===== config.mk =====
export PLATFORM = sky130hd
export DESIGN_NAME = lrs_sqrt
export DESIGN_NICKNAME = d
export VERILOG_FILES = /design/src/lrs_sqrt.sv
export SDC_FILE = /design/constraint.sdc
export NUM_CORES = 2
export LEC_CHECK = 0
export BUFFER_PORTS_ARGS = -buffer_cell sky130_fd_sc_hd__buf_2
export CORE_UTILIZATION = 40
export CTS_BUF_LIST = sky130_fd_sc_hd__clkbuf_8
export CTS_CLUSTER_SIZE = 12
export DETAILED_ROUTE_END_ITERATION = 8
export MAX_ROUTING_LAYER = met4
export SLEW_MARGIN = 20
export SYNTH_ARGS = -nofsm -noshare
export SYNTH_HDL_FRONTEND = slang
export SYNTH_SLANG_ARGS = --single-unit

===== constraint.sdc =====
create_clock -name clk -period 3 [get_ports clk]
set_input_delay 0.6 -clock clk [delete_from_list [all_inputs] [get_ports clk]]
set_output_delay 0.6 -clock clk [all_outputs]
set_load 0.01 [all_outputs]

===== src/lrs_sqrt.sv =====
// Pipelined integer square root, one root bit per register stage.
// Standalone; used by linear_ranking_select_index.
module lrs_sqrt #(
	parameter int DW = 47,
	parameter int RW = 24
) (
	input  logic          clk,
	input  logic          arst_n,
	input  logic          en,
	input  logic          in_valid,
	input  logic [DW-1:0] radicand,
	output logic          out_valid,
	output logic [RW-1:0] root
);

	localparam int PW = 2 * RW;

	logic          v_s    [RW];
	logic [PW-1:0] rad_s  [RW];
	logic [RW+1:0] rem_s  [RW];
	logic [RW-1:0] root_s [RW];

	for (genvar k = 0; k < RW; k++) begin : g_step
		logic          p_v;
		logic [PW-1:0] p_rad;
		logic [RW+1:0] p_rem;
		logic [RW-1:0] p_root;
		logic [RW+1:0] rem_sh;
		logic [RW+1:0] trial;
		logic          ge;

		if (k == 0) begin : g_first
			assign p_v = in_valid;
			assign p_rad = PW'(radicand);
			assign p_rem = '0;
			assign p_root = '0;
		end else begin : g_next
			assign p_v = v_s[k-1];
			assign p_rad = rad_s[k-1];
			assign p_rem = rem_s[k-1];
			assign p_root = root_s[k-1];
		end

		assign rem_sh = {p_rem[RW-1:0], p_rad[PW-1 -: 2]};
		assign trial = {p_root, 2'b01};
		assign ge = rem_sh >= trial;

		always_ff @(posedge clk or negedge arst_n) begin
			if (!arst_n) begin
				v_s[k] <= 1'b0;
			end else if (en) begin
				v_s[k] <= p_v;
			end
		end

		always_ff @(posedge clk) begin
			if (en) begin
				rad_s[k] <= p_rad << 2;
				rem_s[k] <= ge ? rem_sh - trial : rem_sh;
				root_s[k] <= {p_root[RW-2:0], ge};
			end
		end
	end

	assign out_valid = v_s[RW-1];
	assign root = root_s[RW-1];

endmodule


==> flow_metrics.tcl <==
set metrics [dict create \
    ff2ff_path_depth 10 \
    cp_slowest_cell "o41a_1" \
    area_growth_pct 20.80 \
    rsz0062_at_grt "yes" \
    wl_per_cell_um 16.03 \
    slowest_delay_ps 480 \
    drv_slew 0 \
    htree_num_levels 4 \
    slew_headroom 0.5423 \
    viasPerCell 5.010 \
    grt_max_degree 92 \
    place_congestion 0.8888 \
    p_per_area_mw_per_mm2 702.5 \
    drc 0 \
    vdd_ir_drop_max_v 0.0003994 \
    synth.top_cell.area_share 0.6439 \
    worst_slew_pin_slew_ps 669.3 \
    status "complete, but fails checks" \
    grt_pass1_vias 39530 \
    clk-insertion-delay-late_ps 930 \
    maxCapViolCount 0 \
    fmax_ghz 0.3211 \
    violations "setup timing" \
    period_share 1.038 \
    p_int_mw 38.51 \
    min_period_ps 3115 \
    hold_class "input pin to asynchronous set/reset pin" \
    drt_first_iter_violations 2029 \
    dp.cells 7286 \
    synth_edf_count 1367 \
    numCtsBuffers 230 \
    yosys_warnings 0 \
    dieArea_mm2 0.1610 \
    swShare 0.2882 \
    fin_cells 7852 \
    crit_fanout 4 \
    yosysTopAreaCell "edfxtp_1" \
    grt_pass1_wl_um 195800 \
    die_x_um 401.2 \
    initial_core_util 0.4025 \
    totalWireLength_um 125900 \
    drive_gt1_frac 0.2000 \
    clkPwrFrac 0.286 \
    cts_root_buf "clkbuf_8" \
    hpwl_um 85960 \
    numPortBuffers 75 \
    drtAntennaViolNets 0 \
    cp.required_ps 3660 \
    power_frac_seq 0.480 \
    synthCells 4847 \
    p_leak_nw 30.15 \
    rrSetupSlack_ps -110 \
    fp.dieH_um 401.2 \
    async_flop_share 0.01725 \
    r2r_end "rem_s[12][19]" \
    dr_total_vias 39340 \
    setup_viol 18 \
    cp-end-kind "flip-flop" \
    crit_chain "ha_4 > o21ai_4 > a21oi_2 > o41a_1 > a2111oi_4 > o21ai_2 > o31a_1 > or4_4 > nor4_4 > xor2_1" \
    coreArea_mm2 0.1584 \
    overflow 0 \
    grt_usage 0.1546 \
    fill_cells 13700 \
    hold-worst-slack_ps 183.6 \
    finalClockSkew_ps 52.82 \
    rows 146 \
    ys_types 92 \
    ys_ff_latch 1391 \
    p_sw_mw 15.59 \
    synth_area_leaders "edfxtp_1 64%, ha_1 6.3%, xnor2_1 2.7%, xor2_1 2.7%, inv_1 2.4%" \
    nNetsFinal 5952 \
    syn_area_per_cell_um2 13.15 \
    grt_antenna_before_repair 2 \
    finalHoldViolCount 0 \
    ioPinCount 76 \
    multiInputGateArea_mm2 0.02171 \
    cts_tree "built" \
    synth_area_mm2 0.06375 \
    firstDrtPassIters 7 \
    cts_sinks 1391 \
    timing.final.ws_setup_ps -114.6 \
    seq_area_mm2 0.04165 \
    seq_area_frac_synth 0.6534 \
    combPwrFrac 0.233 \
    clockBufferDepth 3 \
    ys.flop_type "edfxtp_1" \
    cts.clk_slew.worst_paths_ps 70 \
    synth.net_count 5221 \
    start_kind "flip-flop" \
    final_core_util 0.4862 \
    arrival_ps 3770 \
    worst-setup-path-type "flip-flop to flip-flop" \
    r2r_start "rem_s[11][0]" \
]
==> power by group through the flow <==
stage          Clock [mW]  Sequential, mW  Combinational, mW
6_report             15.5            26.0               12.6
5_1_grt              17.0            26.3               13.9
4_1_cts              16.2            26.0               11.5
3_5_place_dp            0            26.3               11.0
3_3_place_gp            0            26.3               10.8
2_1_floorplan           0            25.8               7.42
==> cell families after synthesis <==
| group | count (synthesis) | share of synthesized area |
|---|---|---|
| DFF | 1391 | 0.6534 |
| and+or+nand+nor | 1208 | 0.09376 |
| AOI/OAI and AO/OA | 976 | 0.09462 |
| buffers and inverters | 484 | 0.02870 |
| xor gates and xnor gates | 398 | 0.05468 |
| adders and majority gates | 323 | 0.06340 |
| muxes | 66 | 0.01142 |
| other | 1 | 0.00005883 |
==> placed cells by master (no fill, tap or decap), types with 74 or more instances in the layout <==
cell type  count
edfxtp_1    1367
nor2_1       257
xnor2_1      198
buf_4        376
clkbuf_8     234
a21o_1       100
xor2_1       198
o21ai_0      234
inv_1        457
buf_2         74
nand2_1      362
ha_1         290
nor3_1        98
a21oi_1      242
==> per-layer routing <==
metal | share of wire | global-route usage | up-vias
met4 | 0.045 | 0.07199 | 0
met3 | 0.037 | 0.02880 | 364
met2 | 0.52 | 0.2757 | 755
met1 | 0.39 | 0.1650 | 18800
met5 | 0 | - | -
li1 | - | - | 19430
==> cells in the mapped netlist, types with 10 or more instances <==
library cell / count
inv_1: 400
nor2_1: 265
a31oi_1: 26
o21a_1: 62
nor2b_1: 53
nor4_1: 48
a21o_1: 100
o21ai_0: 286
or4_1: 18
xor2_1: 198
nand2b_1: 65
o21bai_1: 20
o31a_1: 12
and3_1: 35
mux2_2: 53
a21boi_0: 13
nand3b_1: 13
nor3b_1: 10
nor3_1: 109
nand3_1: 63
buf_2: 10
nand2_1: 374
o211ai_1: 16
or2_2: 15
a211oi_1: 23
nand4_1: 42
and2_1: 14
ha_1: 323
xnor2_1: 200
dfrtp_1: 24
or3_1: 33
a21oi_1: 268
a2111oi_0: 14
mux2i_1: 12
o21ai_1: 25
o31ai_1: 36
edfxtp_1: 1367
clkbuf_1: 65
==> flip-flops by register name, summed over array words and instances (netlist names) <==
name        count
g_step.p_v     23
out_valid       1
rad_s         552
rem_s         515
root_s        300
==> through the flow <==
stage / total power [mW] / setup slack [ps] / setup TNS (ps) / area (um^2)
2_1_floorplan: 33.25 / -13.45 / -13.45 / 63770
3_3_place_gp: 37.07 / -237.4 / -9143 / 69690
3_5_place_dp: 37.31 / -334.3 / -13820 / 69690
4_1_cts: 53.61 / -99.35 / -420.6 / 75000
5_1_grt: 57.14 / -253.8 / -5181 / 77000
6_report: 54.10 / -114.6 / -507.3 / 77010
==> critical path, delay by kind of cell (launching register included) <==
| kind | cells | cell delay (ps) |
|---|---|---|
| simple gates | 2 | 630 |
| flops | 1 | 430 |
| compound gates | 6 | 1450 |
| fa+ha+maj | 1 | 280 |
| xor+xnor | 1 | 90 |
==> repair_timing <==
action	CTS	global route
endpoints found under the setup margin	144	257
resized for setup	77	298
hold buffers	50	0
hold endpoints to repair	76	0
gates cloned	1	17
buffers inserted	23	44
pin swaps	33	106
==> area by class of cell <==
class	instances	share of cell area
Antenna cell	4	0.0001300
Clock buffer	234	0.04182
Clock inverter	196	0.01427
Inverter	403	0.01976
Multi-Input combinational cell	2972	0.2819
Sequential cell	1391	0.5409
Tap cell	2072	0.03367
Timing Repair Buffer	580	0.06758
==> how the worst max path moves through the flow <==
| stage | to | from | depth (start not counted) | slack, ps |
|---|---|---|---|---|
| final | rem_s[12][19] | rem_s[11][0] | 10 | -110 |
| after CTS | rem_s[12][19] | root_s[11][2] | 10 | -100 |
| after floorplan | rem_s[22][4] | rem_s[21][5] | 9 | -10 |
| after detailed placement | rem_s[22][21] | rem_s[21][5] | 11 | -330 |
| after global placement | rem_s[22][4] | rem_s[21][5] | 10 | -240 |
| after global routing | rem_s[12][19] | rem_s[11][0] | 10 | -250 |
(Power assumes the default switching activity.)
