## src/lrs_div.sv

```systemverilog
// Pipelined restoring divider with quotient saturation: an input stage, then one quotient bit per stage.
// Standalone; used by linear_ranking_select_index.
module lrs_div #(
	parameter int NUMW = 35,
	parameter int DENW = 24,
	parameter int QW = 11
) (
	input  logic            clk,
	input  logic            arst_n,
	input  logic            en,
	input  logic            in_valid,
	input  logic [NUMW-1:0] num,
	input  logic [DENW-1:0] den,
	output logic            out_valid,
	output logic [QW-1:0]   quo,
	output logic            sat
);

	localparam int CW = DENW + QW;

	logic          v_s   [QW+1];
	logic [CW-1:0] rem_s [QW+1];
	logic [QW-1:0] q_s   [QW+1];
	logic          sat_s [QW+1];

	always_ff @(posedge clk or negedge arst_n) begin
		if (!arst_n) begin
			v_s[0] <= 1'b0;
		end else if (en) begin
			v_s[0] <= in_valid;
		end
	end

	// quotient would not fit in QW bits
	always_ff @(posedge clk) begin
		if (en) begin
			rem_s[0] <= CW'(num);
			sat_s[0] <= CW'(num) >= (CW'(den) << QW);
			q_s[0] <= '0;
		end
	end

	for (genvar j = 1; j <= QW; j++) begin : g_step
		localparam int SH = QW - j;
		logic [CW-1:0] dsh;
		logic          ge;

		assign dsh = CW'(den) << SH;
		assign ge = rem_s[j-1] >= dsh;

		always_ff @(posedge clk or negedge arst_n) begin
			if (!arst_n) begin
				v_s[j] <= 1'b0;
			end else if (en) begin
				v_s[j] <= v_s[j-1];
			end
		end

		always_ff @(posedge clk) begin
			if (en) begin
				rem_s[j] <= ge ? rem_s[j-1] - dsh : rem_s[j-1];
				q_s[j] <= {q_s[j-1][QW-2:0], ge};
				sat_s[j] <= sat_s[j-1];
			end
		end
	end

	assign out_valid = v_s[QW];
	assign quo = q_s[QW];
	assign sat = sat_s[QW];

endmodule

```

## config.mk

```make
export PLATFORM = sky130hd
export DESIGN_NAME = lrs_div
export DESIGN_NICKNAME = d
export VERILOG_FILES = /design/src/lrs_div.sv
export SDC_FILE = /design/constraint.sdc
export NUM_CORES = 1
export LEC_CHECK = 0
export BUFFER_PORTS_ARGS = -buffer_cell sky130_fd_sc_hd__buf_4
export CORE_UTILIZATION = 30
export DETAILED_ROUTE_END_ITERATION = 8
export SETUP_SLACK_MARGIN = 0.4
export SLEW_MARGIN = 20
export SYNTH_ARGS = -nofsm -noshare
export SYNTH_HDL_FRONTEND = slang
export SYNTH_SLANG_ARGS = --single-unit
```

## constraint.sdc

```tcl
create_clock -name clk -period 8.9 [get_ports clk]
set_input_delay 0.445 -clock clk [delete_from_list [all_inputs] [get_ports clk]]
set_output_delay 0.445 -clock clk [all_outputs]
set_load 0.1 [all_outputs]
```

==> metrics.md, run 1 <==
| Metric | Value |
|---|---|
| Mapped Cells | `between 3000 and 4000` |
| Worst EP arrival | `approximately 4400 ps` |
| Post-route setup TNS | `0 ps` |
| Number of synthesized flops with an enable pin | `463` |
| Xor and xnor area share after synthesis | `6.88%` |
| CP max FO | `20` |
| Cts bufs inserted | `57` |
| Via-to-Cell Ratio | `5.23` |
| DRT iter0 DRCs | `1784` |
| Post-synthesis simple-gate area fraction | `approximately 14%` |
| Power per cell area | `312 nW/µm²` |
| GRT Total Usage | `roughly 15%` |
| Final Critical Period | `4030 ps` |
| GR Overflow Total | `0` |
| Routed WL per cell | `18.2 µm` |
| Non-filler instance count after layout | `about 4600` |
| Vias in the first global route | `23357` |
| Final worst path period share | `between 40 and 50%` |
| Relative slew slack | `a little over a third` |
| CTS Sinks | `475` |
| Most used DFF post-synth | `edfxtp_1` |
| Worst setup EP type | `register` |
| Final Max Slew Viols | `0` |
| Count leader, synth | `edfxtp_1` |
| Post-synth top cells | `463 x edfxtp_1, 288 x ha_1, 286 x nand2_1, 282 x a21oi_1, 252 x o21ai_0` |
| RSZ-0062 raised after global routing | `false` |
| Worst Tran Pin Value | `approximately 1000 ps` |
| Fmax | `248 MHz` |
| Starting Density | `30.4%` |
| Mux share of post-synthesis cell area | `1.53%` |
| Row cnt | `roughly 120` |
| Fraction of registers with async set/reset | `around 2.5%` |
| Largest family of logic cells by synthesized area | `compound AO/OA/AOI/OAI gates` |
| Die height | `~330 µm` |
| Run status | `finished, final reports clean` |
| Core ar. | `104000 µm²` |
| Peak VDD IR | `around 0.00017 V` |
| HPWL after DPL | `around 59000 µm` |
| Post-Syn Area per Cell | `around 10 µm²` |
| Internal power | `~7000 µW` |
| Worst Skew | `around 78 ps` |
| Clk network pwr share | `a little over a fifth` |
| Vias | `~24000` |
| Maxcap violations | `0` |
| Synth Area in Adders | `~12%` |
| Ant. Diodes | `0` |
| Initial antenna violation count | `1` |
| Area delta synth->final | `14.4%` |
| Unique cell type count in the Yosys netlist | `85` |
| Final Wtd Congestion | `0.885` |
| Top-area cell type share of the netlist area | `approximately 44%` |
| Worst-case clock buffer depth | `3` |
| Drt pass-1 iters | `7` |
| Antenna-violating nets left | `0` |
| Clock root buffer | `clkbuf_16` |
| H-Tree Depth | `2` |
| Seq/Total Area, Yosys | `roughly 45%` |
| Seq pwr share | `about a third` |
| Combinational power share | `43.9%` |
| Synthesized cell area | `around 32000 µm²` |
| Number of port buffers | `75` |
| Sw frac | `37.7%` |
| Worst-path clk slew | `roughly 60 ps` |
| Die width | `326 µm` |
| Setup CP Type | `reg2reg` |
| I/O pin count | `76` |
| Syn nets | `roughly 3400` |
| Cts repair resizes | `0` |
| Critical path startpoint category | `register` |
| Die area | `about 110000 µm²` |
| DRC | `0` |
| WP data required | `~9300 ps` |
| Compound-Gate Fraction of Synth Area | `around 18%` |
| Warnings from Yosys | `0` |
| Setup violators final | `0` |
| P_sw | `between 4000 and 5000 µW` |
| Static leakage | `0.0138 µW` |
| Final #Nets | `3563` |
| Global-route wire length before repair | `~130000 µm` |
| Leading area contributor after synthesis | `edfxtp_1` |
| Largest net degree at the start of global routing | `~150` |
| Layout cells sized above 1 | `8.94%` |
| Yosys reg bits | `roughly 480` |
| Clock Latency Late Sink | `about 690 ps` |
| CTS tree | `done` |
| Area contributors post-synth | `edfxtp_1 44%, ha_1 11%, a21oi_1 4.5%` |
| Final WL | `~84000 µm` |
| Fillers | `10448` |
| Worst hold path type | `in2reg` |
| Post-placement cell count | `roughly 4500` |
| Hold Fails Final Rpt | `0` |
critical path: stages, from the launching register on:
cell and delay [ps]:
edfxtp_1 360, inv_1 50, ha_1 200, fa_1 430, nor2b_1 190, o31a_1 240, o211ai_1 260, a2111oi_4 400
nor3_1 70, and3_1 380, buf_4 300, inv_2 280, nand4_1 240, nor3_1 220, xor2_1 90
state kept, by name (all words and copies together) (netlist names):
| register | cells |
|---|---|
| out_valid | 1 |
| q_s | 66 |
| rem_s | 385 |
| sat_s | 12 |
| v_s | 11 |
final timing paths:
| path | slack, ps | startpoint | to | cells past startpoint |
|---|---|---|---|---|
| setup reg to reg | 4870 | rem_s[9][1]$_DFFE_PP_ | rem_s[10][33]$_DFFE_PP_ | 14 |
| min in group asynchronous | 210 | arst_n | v_s[10]$_DFFE_PN0P_ | 2 |
| hold / removal | 60 | in_valid | v_s[11]$_DFFE_PN0P_ | 2 |
| hold reg to reg | 420 | q_s[1][1]$_DFFE_PP_ | q_s[1][13]$_DFFE_PP_ | 0 |
| setup / recovery | 4870 | rem_s[9][1]$_DFFE_PP_ | rem_s[10][33]$_DFFE_PP_ | 14 |
| max in group asynchronous | 8530 | arst_n | v_s[4]$_DFFE_PN0P_ | 2 |
cells in the final DEF (no fill, tap or decap), types with 42 or more instances in the layout:
cell / count
clkbuf_16: 59
nand4_1: 49
inv_1: 105
nor3_1: 52
a21oi_1: 281
nand2_1: 286
ha_1: 288
xnor2_1: 137
nor2_1: 206
buf_4: 110
a21o_1: 111
nor2b_1: 42
nand3_1: 65
edfxtp_1: 463
xor2_1: 111
o21ai_0: 252
area by class of cell:
class	instances	area [µm²]	area share (%)
well taps	1380	1730	4.78
clock buffers	69	1530	4.25
inverters	107	402	1.11
multi-input cells	2413	16600	46.0
flip-flops and latches	475	14200	39.3
repair buffers	148	1220	3.38
clock inverters	31	415	1.15
power by group through the flow:
stage,Combinational (µW),Clock (µW),Sequential [µW]
4_1_cts,4930,2500,3910
6_report,4960,2420,3910
3_5_place_dp,4890,0,3950
2_1_floorplan,3850,0,3740
5_1_grt,5550,2570,3970
3_3_place_gp,4840,0,3950
metrics by stage:
stage | power [µW] | cell area [µm²] | utilization, % | hold slack (ps) | worst slack [ps]
2_1_floorplan | 7590 | 31600 | - | 149 | 5400
3_3_place_gp | 8800 | 33800 | 32.5 | 287 | 4490
3_5_place_dp | 8840 | 33800 | 32.5 | 294 | 4430
4_1_cts | 11300 | 36100 | 34.8 | 9.41 | 4910
5_1_grt | 12100 | 36100 | 34.8 | 33.4 | 4490
6_report | 11300 | 36100 | 34.8 | 58.2 | 4870
what timing repair did:
action | 4_1_cts | 5_1_grt
setup buffers | 0 | 0
hold buffers | 36 | 0
hold endpoints to repair | 47 | 0
logic make-up (layout without fill, tap and decap cells):
| logic type | Yosys count | in the layout |
|---|---|---|
| compound gates | 927 | 927 |
| xor+xnor | 248 | 248 |
| fa+ha+maj | 298 | 298 |
| buf+inv | 198 | 355 |
| flops | 475 | 475 |
| mux | 43 | 43 |
| simple gates | 897 | 897 |
layer usage:
| metal | vias to the layer above | GRT usage, % | routed length (µm) | part of all wire (%) |
|---|---|---|---|---|
| met5 | - | 0 | 0 | 0 |
| met4 | 0 | 5.91 | 3030 | 3.6 |
| met3 | 164 | 2.22 | 4700 | 5.6 |
| met2 | 644 | 26.1 | 39400 | 47 |
| met1 | 11477 | 19.9 | 37000 | 44 |
| li1 | 11879 | - | - | - |
(Power assumes the default switching activity.)
==> inputs of run 2 (changes only) <==
clock period = 3.7 ns   (was 8.9 ns; I/O delays follow)
==> metrics.md, run 2 (synthesized netlist as in run 1, its figures left out) <==
| Metric | Value |
|---|---|
| Via-to-Cell Ratio | `5.20 (-0.46%)` |
| Antenna-violating nets left | `0 (unchanged)` |
| Final Wtd Congestion | `0.882 (-0.27%)` |
| Die height | `326 µm (unchanged)` |
| Number of port buffers | `75 (unchanged)` |
| Reg2reg end | `rem_s[2][33]$_DFFE_PP_` |
| Run status | `finished, final reports clean` |
| Clock root buffer | `clkbuf_16` |
| Commonest non-fill, non-tap cell in the layout | `edfxtp_1` |
| Critical path's slowest cell | `edfxtp_1` |
| Maxcap violations | `0 (unchanged)` |
| H-Tree Depth | `2 (unchanged)` |
| Design area | `37800 µm² (+4.7%)` |
| Row cnt | `118 (unchanged)` |
| Fmax | `303 MHz (+22%)` |
| Area delta synth->final | `19.8%` |
| Worst Hold Launch | `den[0]` |
| Worst EP arrival | `3690 ps (-730 ps)` |
| Final #Nets | `3689 (+3.5%)` |
| Vias in the first global route | `24015 (+2.8%)` |
| Final Critical Period | `3300 ps (-734 ps)` |
| Final Max Slew Viols | `0 (unchanged)` |
| Placed Area | `34900 µm² (+3.3%)` |
| Starting Density | `30.4% (unchanged)` |
| Drt pass-1 iters | `5 (-2)` |
| Vias | `24751 (+2.4%)` |
| Core ar. | `104000 µm² (unchanged)` |
| Relative slew slack | `56.2% (+21 points)` |
| Worst Skew | `64.6 ps (-13.0 ps)` |
| Register Area | `14200 µm² (unchanged)` |
| CP max FO | `5 (-75%)` |
| Global-route wire length before repair | `133000 µm (+1.7%)` |
| Clock Latency Late Sink | `690 ps (about the same)` |
| Critical Path Max Stage Delay | `410 ps (-20 ps)` |
| R2r startpoint | `rem_s[1][11]$_DFFE_PP_` |
| CTS Sinks | `475 (unchanged)` |
| CTS tree | `done` |
| GR Overflow Total | `0 (unchanged)` |
| Worst hold path type | `in2reg` |
| Peak VDD IR | `0.000442 V (+160%)` |
| Power per cell area | `739 nW/µm² (+140%)` |
| Final WL | `86900 µm (+3.3%)` |
| Number of cells on the worst hold path | `3 (+1)` |
| HPWL after DPL | `63600 µm (+6.9%)` |
| Fillers | `10359 (-0.85%)` |
| Static leakage | `0.0146 µW (+5.5%)` |
| Top flop regs | `rem_s (385), q_s (66), sat_s (12)` |
| Initial antenna violation count | `3 (+2)` |
| Largest net degree at the start of global routing | `121 (-20%)` |
| Ant. Diodes | `0 (unchanged)` |
| Multi-input gate area | `17000 µm² (+2.1%)` |
| WHS | `120 ps (+61.9 ps)` |
| Worst setup EP type | `register` |
| Worst-path clk slew | `60 ps (about the same)` |
| Worst-case clock buffer depth | `3 (unchanged)` |
| Cts bufs inserted | `58 (+1.8%)` |
| Worst Tran Pin Value | `657 ps (-316 ps)` |
| Commonest cells after routing, fill and taps aside | `463 x edfxtp_1, 286 x nand2_1, 281 x ha_1` |
| Routed WL per cell | `18.3 µm (+0.41%)` |
| Worst r2r path cells | `12 (-2)` |
| WP data required | `4090 ps (-5200 ps)` |
| Setup violators final | `0 (unchanged)` |
| Final worst path period share | `89.1% (+44 points)` |
| Die width | `326 µm (unchanged)` |
| RSZ-0062 raised after global routing | `true` |
| Max reg flops | `385 (unchanged)` |
| Post-route setup TNS | `0 ps (unchanged)` |
| Die area | `107000 µm² (unchanged)` |
| I/O pin count | `76 (unchanged)` |
| Critical path startpoint category | `register` |
| DRT iter0 DRCs | `1934 (+8.4%)` |
| GRT Total Usage | `15.8% (+0.32 points)` |
| Setup CP Type | `reg2reg` |
| Layout cells sized above 1 | `13.9% (+4.9 points)` |
| Min-Delay Endpoint | `rem_s[1][10]$_DFFE_PP_` |
| Largest register by flop count | `rem_s` |
| Critical-path cell list | `ha_1 -> nor2b_1 -> o31a_1 -> o31a_1 -> a221o_1 -> and3_4 -> o41ai_4 -> buf_4 -> buf_4 -> a211o_1 -> a31oi_2 -> xor2_1` |
| Hold Fails Final Rpt | `0 (unchanged)` |
| Crit path from | `rem_s[1][11]$_DFFE_PP_` |
| DRC | `0 (unchanged)` |
| Layout Utilization | `36.4% (+1.6 points)` |
| Worst R2R Setup Slack | `400 ps (-4470 ps)` |
-- run 2: cell type report --
class / instances / area share (%)
multi-input combinational: 2413 / 44.9
sequential: 475 / 37.5
timing repair buffer: 273 / 6.74
tap: 1380 / 4.56
clock buffer: 62 / 3.88
clock inverter: 47 / 1.32
inverter: 107 / 1.06
-- run 2: routing by layer --
| metal | up-vias | part of all wire, % | global-route usage, % |
|---|---|---|---|
| met5 | - | 0.016 | 0 |
| met4 | 2 | 4.6 | 7.26 |
| met3 | 213 | 6.3 | 3.59 |
| met2 | 639 | 46 | 26.0 |
| met1 | 11735 | 43 | 19.6 |
| li1 | 12162 | - | - |
-- run 2: timing repair --
item / 4_1_cts / 5_1_grt
buffers inserted: 4 / 10
endpoints found under the hold margin: 53 / 0
cloned: 0 / 2
pin swaps: 7 / 14
gates resized for setup: 19 / 69
endpoints found under the setup margin: 76 / 141
hold buffers: 39 / 0
-- run 2: through the flow --
step | std cells | setup WS, ps | power, µW
after floorplan | 3086 | 449 | 18300
after global placement | 4593 | 78.3 | 21600
after detailed placement | 4593 | 147 | 21700
after CTS | 4745 | 334 | 27800
after global routing | 4757 | 261 | 29900
final | 4757 | 404 | 28000
-- run 2: worst max-delay path, delay by kind of cell (launching register included) --
family / cells / cell delay [ps]
compound gates: 6 / 1360
flops: 1 / 410
simple gates: 2 / 380
buf+inv: 2 / 350
fa+ha+maj: 1 / 340
xor+xnor: 1 / 150
-- run 2: worst max path at each step --
stage,slack [ps],to,cells past startpoint
floorplan,450,rem_s[10][28]$_DFFE_PP_,14
global placement,80,rem_s[8][29]$_DFFE_PP_,14
detailed placement,150,rem_s[2][21]$_DFFE_PP_,12
CTS,330,rem_s[8][29]$_DFFE_PP_,14
global route,260,rem_s[2][33]$_DFFE_PP_,14
finish,400,rem_s[2][33]$_DFFE_PP_,12
-- run 2: power by group --
group / leakage [µW] / switching [µW] / internal [µW]
Combinational: 0.00904 / 7020 / 5700
Clock: 0.000926 / 2450 / 3380
Sequential: 0.00460 / 1120 / 8280
Total: 0.0146 / 10600 / 17400
==> inputs of run 3 (changes only) <==
PLACE_DENSITY = 0.46   (was unset)
==> metrics.md, run 3 (synthesized netlist as in run 1, its figures left out) <==
| Metric | Value |
|---|---|
| Hold Fails Final Rpt | `0 (unchanged)` |
| Clk network pwr share | `21.2% (+0.3 points)` |
| Commonest non-fill, non-tap cell in the layout | `edfxtp_1` |
| Final Critical Period | `3310 ps (+10.2 ps)` |
| Largest net degree at the start of global routing | `96 (-21%)` |
| Run status | `finished, final reports clean` |
| Die width | `326 µm (unchanged)` |
| Starting Density | `30.4% (unchanged)` |
| Clock root buffer | `clkbuf_16` |
| Worst-case clock buffer depth | `3 (unchanged)` |
| Register Area | `14200 µm² (unchanged)` |
| RSZ-0062 raised after global routing | `true` |
| Relative slew slack | `45.6% (-11 points)` |
| Fillers | `10486 (+1.2%)` |
| Worst r2r path cells | `10 (-2)` |
| P_sw | `10800 µW (+2.2%)` |
| CP max FO | `5 (unchanged)` |
| Fmax | `302 MHz (-0.31%)` |
| Maxcap violations | `0 (unchanged)` |
| Non-filler instance count after layout | `4804 (+0.99%)` |
| Post-route setup TNS | `0 ps (unchanged)` |
| Worst Skew | `33.6 ps (-31.0 ps)` |
| Setup WS post-layout | `394 ps (-10.2 ps)` |
| GR Overflow Total | `0 (unchanged)` |
| Final #Nets | `3734 (+1.2%)` |
| Worst setup EP type | `register` |
| Die height | `326 µm (unchanged)` |
| Worst R2R Setup Slack | `390 ps (about the same)` |
| CTS Sinks | `475 (unchanged)` |
| DRC | `0 (unchanged)` |
| Final Max Slew Viols | `0 (unchanged)` |
| Min-Delay Endpoint | `rem_s[9][3]$_DFFE_PP_` |
| Seq pwr share | `33.2% (-0.4 points)` |
| Reg2reg end | `rem_s[10][30]$_DFFE_PP_` |
| Setup CP Type | `reg2reg` |
| Worst EP arrival | `3700 ps (about the same)` |
| Drt pass-1 iters | `6 (+1)` |
| Worst Tran Pin Value | `815 ps (+158 ps)` |
| Vias | `24571 (-0.73%)` |
| Ant. Diodes | `0 (unchanged)` |
| Internal power | `17700 µW (+1.9%)` |
| Worst Hold Launch | `den[1]` |
| Static leakage | `0.0149 µW (+2.1%)` |
| Peak VDD IR | `0.000403 V (-8.9%)` |
| Cts bufs inserted | `59 (+1.7%)` |
| Row cnt | `118 (unchanged)` |
| Area delta synth->final | `21.5%` |
| Vias in the first global route | `24222 (+0.86%)` |
| Largest register by flop count | `rem_s` |
| Final WL | `93700 µm (+7.8%)` |
| Combinational power share | `45.6% (about the same)` |
| Final worst path period share | `89.4% (+0.27 points)` |
| Max reg flops | `385 (unchanged)` |
| Antenna-violating nets left | `0 (unchanged)` |
| Dpl ws | `-139 ps (-286 ps)` |
| Sw frac | `37.9% (+0.057 points)` |
| DRT iter0 DRCs | `1516 (-22%)` |
| Total power | `28500 µW (+2.0%)` |
| Multi-input gate area | `17100 µm² (+0.38%)` |
| Layout Utilization | `36.9% (+0.51 points)` |
| Number of cells on the worst hold path | `3 (unchanged)` |
| Global-route wire length before repair | `142000 µm (+7.2%)` |
| Number of port buffers | `75 (unchanged)` |
| CTS tree | `done` |
| Worst-path clk slew | `60 ps (about the same)` |
| Via-to-Cell Ratio | `5.11 (-1.7%)` |
| GRT Total Usage | `17.2% (+1.4 points)` |
| Final Wtd Congestion | `0.865 (-2.0%)` |
| Critical path startpoint category | `register` |
| Power per cell area | `743 nW/µm² (+0.60%)` |
| Top flop regs | `rem_s (385), q_s (66), sat_s (12)` |
| WP data required | `4090 ps (about the same)` |
| Die area | `107000 µm² (unchanged)` |
| R2r startpoint | `rem_s[9][23]$_DFFE_PP_` |
| Setup violators final | `0 (unchanged)` |
| Commonest cells after routing, fill and taps aside | `463 x edfxtp_1, 286 x nand2_1, 279 x ha_1` |
| Clock Latency Late Sink | `660 ps (-30 ps)` |
| Initial antenna violation count | `4 (+1)` |
| Worst hold path type | `in2reg` |
| HPWL after DPL | `69600 µm (+9.4%)` |
| Routed WL per cell | `19.5 µm (+6.7%)` |
| Post-placement cell count | `4613 (+0.44%)` |
| Layout cells sized above 1 | `15.3% (+1.5 points)` |
| I/O pin count | `76 (unchanged)` |
| H-Tree Depth | `2 (unchanged)` |
| Core ar. | `104000 µm² (unchanged)` |
run 3: worst max-delay path by stage:
stage                     cells after the start                   start                       to  slack, ps
after floorplan                              14   rem_s[9][1]$_DFFE_PP_  rem_s[10][28]$_DFFE_PP_        450
after global placement                       13                 den[20]   rem_s[3][12]$_DFFE_PP_       -120
after detailed placement                     13                 den[20]   rem_s[3][18]$_DFFE_PP_       -140
after CTS                                    13   rem_s[9][1]$_DFFE_PP_  rem_s[10][28]$_DFFE_PP_        390
after global routing                         13   rem_s[9][1]$_DFFE_PP_  rem_s[10][30]$_DFFE_PP_        300
final                                        10  rem_s[9][23]$_DFFE_PP_  rem_s[10][30]$_DFFE_PP_        390
run 3: final cells by class:
class	instances	area share [%]
clock buffers	74	4.15
clock inverters	38	1.16
inverters	107	1.08
multi-input cells	2413	44.4
flip-flops and latches	475	37.0
well taps	1380	4.50
repair buffers	317	7.64
run 3: per-stage QoR:
stage          instance area [µm²]  hold slack, ps
2_1_floorplan                31600            -111
3_3_place_gp                 35100            31.9
3_5_place_dp                 35100            31.5
4_1_cts                      37700            49.3
5_1_grt                      38400            96.1
6_report                     38400            87.3
run 3: worst max-delay path, cell delays in order, from the launching register on:
cell and delay (ps):
edfxtp_1 480, ha_4 320, nand2_2 80, or4_4 560
or2_4 280, a2111oi_4 210, nor3_2 90, and3_4 220
or4b_4 590, nor3_2 140, xor2_1 80
run 3: routing by layer:
metal	track usage [%]	routed length, µm	up-vias
met3	2.13	3500	149
met2	30.0	45400	442
li1	-	-	12255
met5	0	0	-
met1	21.9	41600	11725
met4	5.76	3160	0
run 3: timing repair:
| item | in CTS | in global routing |
|---|---|---|
| pin swaps | 4 | 35 |
| hold buffers | 38 | 0 |
| gates cloned | 0 | 3 |
| resized for setup | 21 | 80 |
| buffers inserted | 4 | 34 |
| endpoints found under the hold margin | 48 | 0 |
| endpoints found under the setup margin | 86 | 147 |
run 3: power groups by stage:
stage / logic [µW] / registers [µW] / clock network, µW
floorplan: 9260 / 9000 / 0
global placement: 12600 / 9600 / 0
detailed placement: 12500 / 9570 / 0
CTS: 12700 / 9470 / 6220
global route: 14600 / 9620 / 6400
finish: 13000 / 9470 / 6040
